## config.mk

```make
export PLATFORM = sky130hd
export DESIGN_NAME = adpcm_nibble_decoder
export DESIGN_NICKNAME = d
export VERILOG_FILES = /design/src/design/adpcm_nd_pkg.sv /design/src/design/adpcm_nibble_decoder.sv /design/src/design/adpcm_nd_front.sv /design/src/design/adpcm_nd_core.sv /design/src/design/adpcm_nd_sample.sv /design/src/design/adpcm_nd_outq.sv
export SDC_FILE = /design/constraint.sdc
export NUM_CORES = 1
export LEC_CHECK = 0
export BUFFER_PORTS_ARGS = -buffer_cell sky130_fd_sc_hd__buf_2
export CAP_MARGIN = 20
export CORE_UTILIZATION = 47
export DETAILED_ROUTE_END_ITERATION = 10
export PLACE_DENSITY = 0.59
export SLEW_MARGIN = 30
export SYNTH_ARGS = -nofsm -noshare
export SYNTH_HDL_FRONTEND = slang
export SYNTH_SLANG_ARGS = --single-unit
export TNS_END_PERCENT = 50
```

## constraint.sdc

```tcl
create_clock -name clk -period 8.35 [get_ports clk]
set_clock_uncertainty 0.1 [all_clocks]
set_input_delay 1.2525 -clock clk [delete_from_list [all_inputs] [get_ports clk]]
set_output_delay 1.2525 -clock clk [all_outputs]
set_load 0.05 [all_outputs]
```

## src/design/adpcm_nd_pkg.sv

```systemverilog
// Shared types, constants and helper functions for the ADPCM nibble decoder.
// Used by every module of the block; depends on nothing else.
package adpcm_nd_pkg;

  // Input queue and output queue depths
  localparam int FQ_DEPTH = 2;
  localparam int FQ_AW    = $clog2(FQ_DEPTH);
  localparam int OQ_DEPTH = 8;
  localparam int OQ_AW    = $clog2(OQ_DEPTH);

  // Reset value of the initial step register
  localparam logic [15:0] INIT_STEP_RESET = 16'd16;

  // Zero level of the unsigned PCM output
  localparam logic [7:0] SAMPLE_BIAS = 8'd128;

  // Step adaptation factors, scaled by 256
  localparam int FACTOR_W = 10;
  localparam logic [FACTOR_W-1:0] FACTOR_SMALL = 10'd233;
  localparam logic [FACTOR_W-1:0] FACTOR_MAG4  = 10'd310;
  localparam logic [FACTOR_W-1:0] FACTOR_MAG5  = 10'd375;
  localparam logic [FACTOR_W-1:0] FACTOR_MAG6  = 10'd453;
  localparam logic [FACTOR_W-1:0] FACTOR_MAG7  = 10'd549;
  localparam int FACTOR_SHIFT = 8;

  // Offset of the binary code
  localparam logic [3:0] CODE_OFFSET = 4'd8;

  // Decode phase of one code byte
  typedef enum logic [1:0] {
    PH_HI = 2'b01,
    PH_LO = 2'b10
  } phase_t;

  // One classified nibble: direction and magnitude (0..8)
  typedef struct packed {
    logic       neg;
    logic [3:0] mag;
  } nib_cls_t;

  // One queued code byte, already classified
  typedef struct packed {
    logic     restart;
    nib_cls_t hi;
    nib_cls_t lo;
  } fq_entry_t;

  // Valid and pair position of a word moving down the sample pipeline
  typedef struct packed {
    logic valid;
    logic last;
  } pipe_ctl_t;

  // Occupancy of the sample pipeline stages
  typedef struct packed {
    logic s1;
    logic s2;
  } pipe_busy_t;

  // One result word
  typedef struct packed {
    logic [7:0] sample;
    logic       last;
  } out_word_t;

  // Split a 4-bit offset-binary code into direction and magnitude
  function automatic nib_cls_t classify(input logic [3:0] code);
    nib_cls_t c;
    c.neg = ~code[3];
    if (code[3]) begin
      c.mag = code - CODE_OFFSET;
    end else begin
      c.mag = CODE_OFFSET - code;
    end
    return c;
  endfunction

  // Step adaptation factor for a magnitude
  function automatic logic [FACTOR_W-1:0] factor_for(input logic [3:0] mag);
    logic [FACTOR_W-1:0] f;
    case (mag)
      4'd4: f = FACTOR_MAG4;
      4'd5: f = FACTOR_MAG5;
      4'd6: f = FACTOR_MAG6;
      4'd7, 4'd8: f = FACTOR_MAG7;
      default: f = FACTOR_SMALL;
    endcase
    return f;
  endfunction

endpackage

```

## src/design/adpcm_nibble_decoder.sv

```systemverilog
// ADPCM nibble decoder top level: queue, core, sample pipeline, output queue.
// The core retires one nibble per cycle while the output queue has room, taking
// the high nibble of each queued byte before the low one. A sample passes the
// input queue, the accumulator register, sample stages s1 and s2 and the output
// queue. Reset (rst, synchronous): empties both queues, clears the
// accumulator, and sets initial step and step size to 16.
module adpcm_nibble_decoder
  import adpcm_nd_pkg::*;
#(
  parameter int ACC_WIDTH  = 32,
  parameter int STEP_WIDTH = 16
) (
  input  logic        clk,
  input  logic        rst,
  input  logic        cfg_valid,
  output logic        cfg_ready,
  input  logic [15:0] cfg_data,
  input  logic        in_valid,
  output logic        in_stall,
  input  logic [7:0]  code_byte,
  input  logic        restart,
  output logic        out_valid,
  input  logic        out_stall,
  output logic [7:0]  sample,
  output logic        last_of_pair
);

  logic                 q_valid;
  fq_entry_t            q_head;
  logic                 q_pop;
  logic                 credit_ok;
  logic [ACC_WIDTH-1:0] acc;
  pipe_ctl_t            acc_ctl;
  pipe_busy_t           busy;
  logic                 push;
  out_word_t            push_word;
  logic [OQ_AW:0]       oq_count;
  logic [OQ_AW:0]       occupancy;
  out_word_t            head;

  assign cfg_ready = 1'b1;

  adpcm_nd_front u_front (
    .clk       (clk),
    .rst       (rst),
    .in_valid  (in_valid),
    .in_stall  (in_stall),
    .code_byte (code_byte),
    .restart   (restart),
    .q_valid   (q_valid),
    .q_head    (q_head),
    .q_pop     (q_pop)
  );

  adpcm_nd_core #(
    .ACC_WIDTH  (ACC_WIDTH),
    .STEP_WIDTH (STEP_WIDTH)
  ) u_core (
    .clk       (clk),
    .rst       (rst),
    .cfg_valid (cfg_valid),
    .cfg_data  (cfg_data),
    .q_valid   (q_valid),
    .q_head    (q_head),
    .q_pop     (q_pop),
    .credit_ok (credit_ok),
    .acc       (acc),
    .acc_ctl   (acc_ctl)
  );

  adpcm_nd_sample #(
    .ACC_WIDTH (ACC_WIDTH)
  ) u_sample (
    .clk       (clk),
    .rst       (rst),
    .acc       (acc),
    .acc_ctl   (acc_ctl),
    .busy      (busy),
    .push      (push),
    .push_word (push_word)
  );

  adpcm_nd_outq u_outq (
    .clk       (clk),
    .rst       (rst),
    .push      (push),
    .push_word (push_word),
    .count     (oq_count),
    .out_valid (out_valid),
    .out_stall (out_stall),
    .head      (head)
  );

  // Issue a nibble only if the output queue has room for every word in flight
  assign occupancy = oq_count + (OQ_AW+1)'(acc_ctl.valid)
                   + (OQ_AW+1)'(busy.s1) + (OQ_AW+1)'(busy.s2);
  assign credit_ok = (occupancy < (OQ_AW+1)'(OQ_DEPTH));

  assign sample       = head.sample;
  assign last_of_pair = head.last;

  // Words in flight never exceed the output queue
  a_no_overflow: assert property (@(posedge clk) disable iff (rst)
    occupancy <= (OQ_AW+1)'(OQ_DEPTH))
    else $error("output queue over-committed");

  // The core retires a queued word only when one is present
  a_pop_valid: assert property (@(posedge clk) disable iff (rst)
    q_pop |-> q_valid)
    else $error("pop from empty input queue");

  // An accumulator update reaches the first sample stage in the next cycle
  a_pipe_flow: assert property (@(posedge clk) disable iff (rst)
    acc_ctl.valid |=> busy.s1)
    else $error("sample pipeline dropped a word");

  // A high-nibble issue is never directly followed by another high-nibble issue
  a_pair_order: assert property (@(posedge clk) disable iff (rst)
    (acc_ctl.valid && !acc_ctl.last) |=> !(acc_ctl.valid && !acc_ctl.last))
    else $error("two high-nibble words in a row");

endmodule

```

## src/design/adpcm_nd_front.sv

```systemverilog
// Front end of the ADPCM nibble decoder: accepts code bytes, classifies both
// nibbles and holds them in a short queue. Depends on adpcm_nd_pkg.
module adpcm_nd_front
  import adpcm_nd_pkg::*;
(
  input  logic       clk,
  input  logic       rst,
  input  logic       in_valid,
  output logic       in_stall,
  input  logic [7:0] code_byte,
  input  logic       restart,
  output logic       q_valid,
  output fq_entry_t  q_head,
  input  logic       q_pop
);

  fq_entry_t        fq [FQ_DEPTH];
  logic [FQ_AW-1:0] wr_ptr;
  logic [FQ_AW-1:0] rd_ptr;
  logic [FQ_AW:0]   count;
  logic             push;
  logic             pop;

  assign in_stall = (count == (FQ_AW+1)'(FQ_DEPTH));
  assign push     = in_valid && !in_stall;
  assign pop      = q_pop && q_valid;
  assign q_valid  = (count != '0);
  assign q_head   = fq[rd_ptr];

  // Store the classified word
  always_ff @(posedge clk) begin
    if (push) begin
      fq[wr_ptr] <= '{restart: restart,
                      hi: classify(code_byte[7:4]),
                      lo: classify(code_byte[3:0])};
    end
  end

  // Advance pointers and track fill
  always_ff @(posedge clk) begin
    if (rst) begin
      wr_ptr <= '0;
      rd_ptr <= '0;
      count  <= '0;
    end else begin
      if (push) begin
        wr_ptr <= wr_ptr + FQ_AW'(1);
      end
      if (pop) begin
        rd_ptr <= rd_ptr + FQ_AW'(1);
      end
      case ({push, pop})
        2'b10:   count <= count + (FQ_AW+1)'(1);
        2'b01:   count <= count - (FQ_AW+1)'(1);
        default: count <= count;
      endcase
    end
  end

endmodule

```

## src/design/adpcm_nd_core.sv

```systemverilog
// Back-end core of the ADPCM nibble decoder: steps through the two nibbles of
// each queued word, updating accumulator and step size. Depends on adpcm_nd_pkg.
module adpcm_nd_core
  import adpcm_nd_pkg::*;
#(
  parameter int ACC_WIDTH  = 32,
  parameter int STEP_WIDTH = 16
) (
  input  logic                 clk,
  input  logic                 rst,
  input  logic                 cfg_valid,
  input  logic [15:0]          cfg_data,
  input  logic                 q_valid,
  input  fq_entry_t            q_head,
  output logic                 q_pop,
  input  logic                 credit_ok,
  output logic [ACC_WIDTH-1:0] acc,
  output pipe_ctl_t            acc_ctl
);

  localparam logic [STEP_WIDTH-1:0] STEP_MAX = {STEP_WIDTH{1'b1}};

  logic [15:0]             initial_step;
  logic [STEP_WIDTH-1:0]   init_sat;
  logic [STEP_WIDTH-1:0]   step;
  logic [STEP_WIDTH-1:0]   step_next;
  logic [ACC_WIDTH-1:0]    acc_next;
  phase_t                  phase;
  phase_t                  phase_next;
  logic                    issue;
  logic                    do_restart;
  nib_cls_t                cls;
  logic [ACC_WIDTH-1:0]    acc_base;
  logic [STEP_WIDTH-1:0]   step_base;
  logic [STEP_WIDTH+3:0]   delta;
  logic [ACC_WIDTH-1:0]    delta_ext;
  logic [STEP_WIDTH+FACTOR_W-1:0] prod;
  logic [STEP_WIDTH+1:0]   scaled;

  // Hold the initial step register
  always_ff @(posedge clk) begin
    if (rst) begin
      initial_step <= INIT_STEP_RESET;
    end else if (cfg_valid) begin
      initial_step <= cfg_data;
    end
  end

  // Saturate the initial step to the step width
  always_comb begin
    if (32'(initial_step) > 32'(STEP_MAX)) begin
      init_sat = STEP_MAX;
    end else begin
      init_sat = STEP_WIDTH'(initial_step);
    end
  end

  // Select the nibble and the starting state for this cycle
  always_comb begin
    issue      = q_valid && credit_ok;
    do_restart = 1'b0;
    cls        = q_head.hi;
    phase_next = phase;
    q_pop      = 1'b0;
    case (phase)
      PH_HI: begin
        do_restart = q_head.restart;
        cls        = q_head.hi;
        if (issue) begin
          phase_next = PH_LO;
        end
      end
      PH_LO: begin
        cls = q_head.lo;
        if (issue) begin
          phase_next = PH_HI;
          q_pop      = 1'b1;
        end
      end
      default: begin
        phase_next = PH_HI;
      end
    endcase
  end

  // Accumulate the scaled delta and adapt the step
  always_comb begin
    acc_base  = do_restart ? '0 : acc;
    step_base = do_restart ? init_sat : step;
    delta     = (STEP_WIDTH+4)'(step_base) * (STEP_WIDTH+4)'(cls.mag);
    delta_ext = ACC_WIDTH'(delta);
    acc_next  = cls.neg ? (acc_base - delta_ext) : (acc_base + delta_ext);
    prod      = (STEP_WIDTH+FACTOR_W)'(step_base)
              * (STEP_WIDTH+FACTOR_W)'(factor_for(cls.mag));
    scaled    = prod[STEP_WIDTH+FACTOR_W-1:FACTOR_SHIFT];
    if (scaled[STEP_WIDTH+1:STEP_WIDTH] != 2'b00) begin
      step_next = STEP_MAX;
    end else begin
      step_next = scaled[STEP_WIDTH-1:0];
    end
  end

  // Advance state on each issued nibble
  always_ff @(posedge clk) begin
    if (rst) begin
      acc           <= '0;
      step          <= STEP_WIDTH'(INIT_STEP_RESET);
      phase         <= PH_HI;
      acc_ctl.valid <= 1'b0;
      acc_ctl.last  <= 1'b0;
    end else begin
      phase         <= phase_next;
      acc_ctl.valid <= issue;
      if (issue) begin
        acc          <= acc_next;
        step         <= step_next;
        acc_ctl.last <= (phase == PH_LO);
      end
    end
  end

endmodule

```

## src/design/adpcm_nd_sample.sv

```systemverilog
// Sample pipeline of the ADPCM nibble decoder: turns the accumulator into an
// 8-bit PCM sample (accumulator / 258 + 128). Depends on adpcm_nd_pkg.
module adpcm_nd_sample
  import adpcm_nd_pkg::*;
#(
  parameter int ACC_WIDTH = 32
) (
  input  logic                 clk,
  input  logic                 rst,
  input  logic [ACC_WIDTH-1:0] acc,
  input  pipe_ctl_t            acc_ctl,
  output pipe_busy_t           busy,
  output logic                 push,
  output out_word_t            push_word
);

  // Divide by 258 as a halving then a divide by 129; 2^14 is 1 mod 129 and
  // 129 is its own inverse mod 256, so only the quotient's low byte is built.
  localparam int CHUNK_W  = 14;
  localparam int MOD_BASE = 129;
  localparam int XW       = ACC_WIDTH - 1;
  localparam int NCH      = (XW + CHUNK_W - 1) / CHUNK_W;
  localparam int PW       = NCH * CHUNK_W;
  localparam int SUM_W    = $clog2(NCH * (1 << CHUNK_W));
  localparam int FOLD_W   = CHUNK_W + 1;

  logic [ACC_WIDTH-1:0] acc_abs;
  logic                 s1_v;
  logic                 s1_last;
  logic                 s1_neg;
  logic [XW-1:0]        s1_x;
  logic [PW-1:0]        x_pad;
  logic [SUM_W-1:0]     chunk_sum;
  logic                 s2_v;
  logic                 s2_last;
  logic                 s2_neg;
  logic [7:0]           s2_x8;
  logic [SUM_W-1:0]     s2_sum;
  logic [FOLD_W-1:0]    fold;
  logic [8:0]           rdiff;
  logic [7:0]           rem;
  logic [7:0]           diff8;
  logic [7:0]           quo8;

  // Take the magnitude of the accumulator
  assign acc_abs = acc[ACC_WIDTH-1] ? (~acc + ACC_WIDTH'(1)) : acc;

  always_ff @(posedge clk) begin
    if (rst) begin
      s1_v <= 1'b0;
    end else begin
      s1_v <= acc_ctl.valid;
    end
  end

  always_ff @(posedge clk) begin
    s1_last <= acc_ctl.last;
    s1_neg  <= acc[ACC_WIDTH-1];
    s1_x    <= acc_abs[ACC_WIDTH-1:1];
  end

  // Sum the 14-bit chunks of the halved magnitude
  always_comb begin
    x_pad     = PW'(s1_x);
    chunk_sum = '0;
    for (int i = 0; i < NCH; i++) begin
      chunk_sum = chunk_sum + SUM_W'(x_pad[i*CHUNK_W +: CHUNK_W]);
    end
  end

  always_ff @(posedge clk) begin
    if (rst) begin
      s2_v <= 1'b0;
    end else begin
      s2_v <= s1_v;
    end
  end

  always_ff @(posedge clk) begin
    s2_last <= s1_last;
    s2_neg  <= s1_neg;
    s2_x8   <= s1_x[7:0];
    s2_sum  <= chunk_sum;
  end

  // Reduce mod 129, recover the quotient's low byte and bias it
  always_comb begin
    fold  = FOLD_W'(s2_sum[CHUNK_W-1:0]) + FOLD_W'(s2_sum[SUM_W-1:CHUNK_W]);
    rdiff = {2'b00, fold[6:0]} - {1'b0, fold[14:7]};
    if (rdiff[8]) begin
      rem = 8'(rdiff + 9'(MOD_BASE));
    end else begin
      rem = rdiff[7:0];
    end
    diff8 = s2_x8 - rem;
    quo8  = diff8 + {diff8[0], 7'b0};
    push_word.last = s2_last;
    if (s2_neg) begin
      push_word.sample = SAMPLE_BIAS - quo8;
    end else begin
      push_word.sample = quo8 + SAMPLE_BIAS;
    end
  end

  assign push    = s2_v;
  assign busy.s1 = s1_v;
  assign busy.s2 = s2_v;

endmodule

```

## src/design/adpcm_nd_outq.sv

```systemverilog
// Output queue of the ADPCM nibble decoder: buffers finished sample words
// toward the stall-driven output. Depends on adpcm_nd_pkg.
module adpcm_nd_outq
  import adpcm_nd_pkg::*;
(
  input  logic           clk,
  input  logic           rst,
  input  logic           push,
  input  out_word_t      push_word,
  output logic [OQ_AW:0] count,
  output logic           out_valid,
  input  logic           out_stall,
  output out_word_t      head
);

  out_word_t        oq [OQ_DEPTH];
  logic [OQ_AW-1:0] wr_ptr;
  logic [OQ_AW-1:0] rd_ptr;
  logic             pop;

  assign out_valid = (count != '0);
  assign pop       = out_valid && !out_stall;
  assign head      = oq[rd_ptr];

  // Store pushed words
  always_ff @(posedge clk) begin
    if (push) begin
      oq[wr_ptr] <= push_word;
    end
  end

  // Advance pointers and track fill
  always_ff @(posedge clk) begin
    if (rst) begin
      wr_ptr <= '0;
      rd_ptr <= '0;
      count  <= '0;
    end else begin
      if (push) begin
        wr_ptr <= wr_ptr + OQ_AW'(1);
      end
      if (pop) begin
        rd_ptr <= rd_ptr + OQ_AW'(1);
      end
      case ({push, pop})
        2'b10:   count <= count + (OQ_AW+1)'(1);
        2'b01:   count <= count - (OQ_AW+1)'(1);
        default: count <= count;
      endcase
    end
  end

endmodule

```

==> flow_metrics.env <==
export IMPL_status="finished, final reports clean"
export IMPL_fin_area_mm2=0.0216
export IMPL_clk_root_buffer_cell="clkbuf_16"
export IMPL_gp_congestion=0.874
export IMPL_dieHeight_um=207
export IMPL_start_util_pct=48.1
export IMPL_place_area_mm2=0.0207
export IMPL_grt_remaining_overflow=0
export IMPL_rr_worst_depth=28
export IMPL_max_slew_margin_pct=38.0
export IMPL_wirelength_um=45600
export IMPL_fp_dieArea_mm2=0.0430
export IMPL_ff2ff_setup_slack_ns=0.54
export IMPL_maxSlewViolCount=0
export IMPL_antenna_found_initial=0
export IMPL_worstSkewPairLatency_ns=0.56
export IMPL_crit_cells=28
export IMPL_postCtsHoldBufs=0
export IMPL_ys_seq_elements=241
export IMPL_rsz0062_at_grt="false"
export IMPL_synthFlopType="dfxtp_1"
export IMPL_muxShareOfSynthArea_pct=5.89
export IMPL_fmax_ghz=0.128
export IMPL_dp_cells=2647
export IMPL_final_setup_viol_count=0
export IMPL_critical_path_peak_fanout=16
export IMPL_track_usage_pct=21.9
export IMPL_cp_start_kind="flip-flop"
export IMPL_grt_pass1_wl_um=76800
export IMPL_critPathRequiredTime_ns=8.64
export IMPL_synthCells=2123
export IMPL_async_flop_share_pct=0
export IMPL_path_delay_family="adder cells"
export IMPL_synth_top_family_by_area="adder cells"
export IMPL_period_share_pct=93.5
export IMPL_critPathMaxStageDelay_ns=0.55
export IMPL_antenna_left=0
export IMPL_layout_min_cycle_time_ns=7.81
export IMPL_max_cap_violations=0
export IMPL_die_w_um=207
export IMPL_synth_compound_area_share_pct=12.5
export IMPL_hold_viol_final=0
export IMPL_numPortBuffers=40
export IMPL_clock_sinks=241
export IMPL_synth_edf_count=94
export IMPL_worstMarginPinSlew_ns=0.920
export IMPL_endpoint_kind="flip-flop"
export IMPL_cts_tree="built"
export IMPL_grt_max_degree=72
export IMPL_cts_reportedPaths_clkPinSlew_ns=0.06
export IMPL_dr_total_vias=14700
export IMPL_firstDrtPassIters=5
export IMPL_crit_path_top_delay_cell="fa_1"
export IMPL_antennaDiodeCount=0
export IMPL_syn_avg_cell_area_um2=9.33
export IMPL_min_path_cells=0
export IMPL_area_delta_synth_final_pct=9.16
export IMPL_fin_tns_setup_ns=0
export IMPL_synthAdderAreaFrac_pct=24.2
export IMPL_crit_buf_inv=5
export IMPL_critical_path_class="flip-flop to flip-flop"
export IMPL_post_cts_setup_buffer_count=0
export IMPL_wl_per_cell_um=16.9
export IMPL_core_area_mm2=0.0412
export IMPL_std_cell_rows=74
export IMPL_drc=0
export IMPL_synth_simple_area_share_pct=15.5
export IMPL_crit_top_cell="fa_1"
export IMPL_yosys_cell_types_count=79
export IMPL_grt_pass1_vias=15100
export IMPL_cp_arrival_ns=8.10
export IMPL_ioPinCount=42
export IMPL_ys_warn_count=0
export IMPL_final_cells=2694
export IMPL_synth_xor_area_share_pct=7.56
export IMPL_dp_hpwl_um=35600
export IMPL_cts_max_level=1
export IMPL_yosysSeqAreaShare_pct=29.1
export IMPL_hold_path_class="flip-flop to flip-flop"
export IMPL_drive_gt1_share_pct=9.25
export IMPL_nNetsFinal=2477
export IMPL_drt_iter0_drc=691
export IMPL_syn_area_mm2=0.0198
export IMPL_via_per_inst=5.47
export IMPL_clock_path_buffers=3
export IMPL_cts_made_buffers=26
==> cells in the final DEF (no fill, tap or decap), types with 33 or more instances in the layout <==
cell type,count
nand2_1,162
buf_2,40
xor2_1,59
fa_1,131
nor2_1,247
a21oi_1,123
inv_1,189
a21o_1,40
nand2b_1,33
edfxtp_1,94
dfxtp_1,145
xnor2_1,112
buf_4,40
o21ai_0,74
ha_1,173
nor2b_1,48
nand3_1,45
mux2i_1,49
==> final timing paths <==
check,startpoint,endpoint
hold / removal,u_sample.s1_neg,u_sample.s2_neg
setup reg to reg,u_core.phase[1],u_core.step[0]
hold reg to reg,u_sample.s1_neg,u_sample.s2_neg
setup / recovery,u_core.phase[1],u_core.step[0]
==> timing repair <==
action / in CTS / in global routing
endpoints found under the setup margin: 0 / 26
gates resized for setup: 0 / 5
hold endpoints to repair: 0 / 0
==> registers in the layout, indices dropped and copies added, names as in the netlist, named ones only <==
name              flops
u_core.phase          2
u_outq.count          4
u_sample.push         1
u_sample.s1_x        31
u_sample.s1_v         1
u_core.step          16
u_outq.oq            72
u_sample.s1_neg       1
u_front.fq           22
u_sample.s2_sum      16
u_sample.s2_last      1
u_front.count         2
u_sample.s1_last      1
u_core.acc           32
u_sample.s2_x8        8
u_outq.rd_ptr         3
u_front.rd_ptr        1
u_core.init_sat      16
u_outq.wr_ptr         3
u_sample.s2_neg       1
u_front.wr_ptr        1
u_core.acc_ctl        2
==> worst reg2reg max path: cells and delay by family (launching register included) <==
| family | cells | cell delay, ns |
|---|---|---|
| buf+inv | 5 | 0.74 |
| compound gates | 9 | 1.78 |
| fa+ha+maj | 6 | 2.99 |
| mux | 3 | 0.76 |
| simple gates | 5 | 0.87 |
| flops | 1 | 0.41 |
==> cell usage after synthesis, types with 6 or more instances <==
cell | instances | area share (%)
fa_1 | 131 | 13
nand2_1 | 162 | 3.1
and3_1 | 12 | 0.38
a31oi_1 | 11 | 0.35
nand3_1 | 45 | 1.1
nand4_1 | 6 | 0.19
dfxtp_1 | 147 | 15
mux2i_1 | 51 | 2.6
a21boi_0 | 9 | 0.34
and2_1 | 8 | 0.25
o21a_1 | 17 | 0.64
o41ai_1 | 8 | 0.35
or2_2 | 12 | 0.38
nor3_1 | 21 | 0.53
a21o_1 | 40 | 1.5
edfxtp_1 | 94 | 14
xnor2_1 | 112 | 5.0
mux2_2 | 21 | 1.2
a21oi_1 | 123 | 3.1
o211ai_1 | 9 | 0.34
o31ai_1 | 14 | 0.53
o21bai_1 | 12 | 0.45
a211oi_1 | 14 | 0.53
nor4_1 | 11 | 0.35
nor2b_1 | 48 | 1.5
xor2_1 | 59 | 2.6
o21ai_0 | 74 | 1.9
mux4_2 | 18 | 2.0
clkbuf_1 | 77 | 1.5
inv_1 | 189 | 3.6
buf_1 | 8 | 0.15
nor3b_1 | 8 | 0.30
ha_1 | 173 | 11
or3_1 | 14 | 0.44
nor2_1 | 253 | 4.8
nand2b_1 | 33 | 1.0
==> routing by layer <==
metal,GRT usage (%),vias to the layer above,part of all wire [%]
met5,0,-,0
met4,5.48,0,2.0
met3,1.75,49,2.7
met2,40.1,247,51
met1,27.7,7134,44
li1,-,7305,-
==> stage by stage <==
stage | setup WS [ns] | utilization [%] | hold WS [ns]
after floorplan | 0.721 | - | 0.210
after global placement | 0.392 | 50.2 | 0.213
after detailed placement | 0.389 | 50.2 | 0.213
after CTS | 0.333 | 52.4 | 0.226
after global routing | 0.0201 | 52.5 | 0.235
final | 0.539 | 52.5 | 0.226
==> cell families after synthesis <==
family                   Yosys count
adder cells (fa/ha/maj)          304
XOR/XNOR                         171
other                              1
buffers and inverters            280
multiplexers                      91
AO/OA/AOI/OAI                    379
flip-flops                       241
AND/OR/NAND/NOR                  656
==> final cells by class <==
class	count	area [um2]
multi-input combinational	1603	13100
timing repair buffer	81	520
clock buffer	31	689
fill	3800	19600
sequential	241	5770
clock inverter	16	214
inverter	190	714
tap	532	666
Power is not shown: default switching activity piles up to over one toggle a cycle in this logic, so the estimate is an artifact.
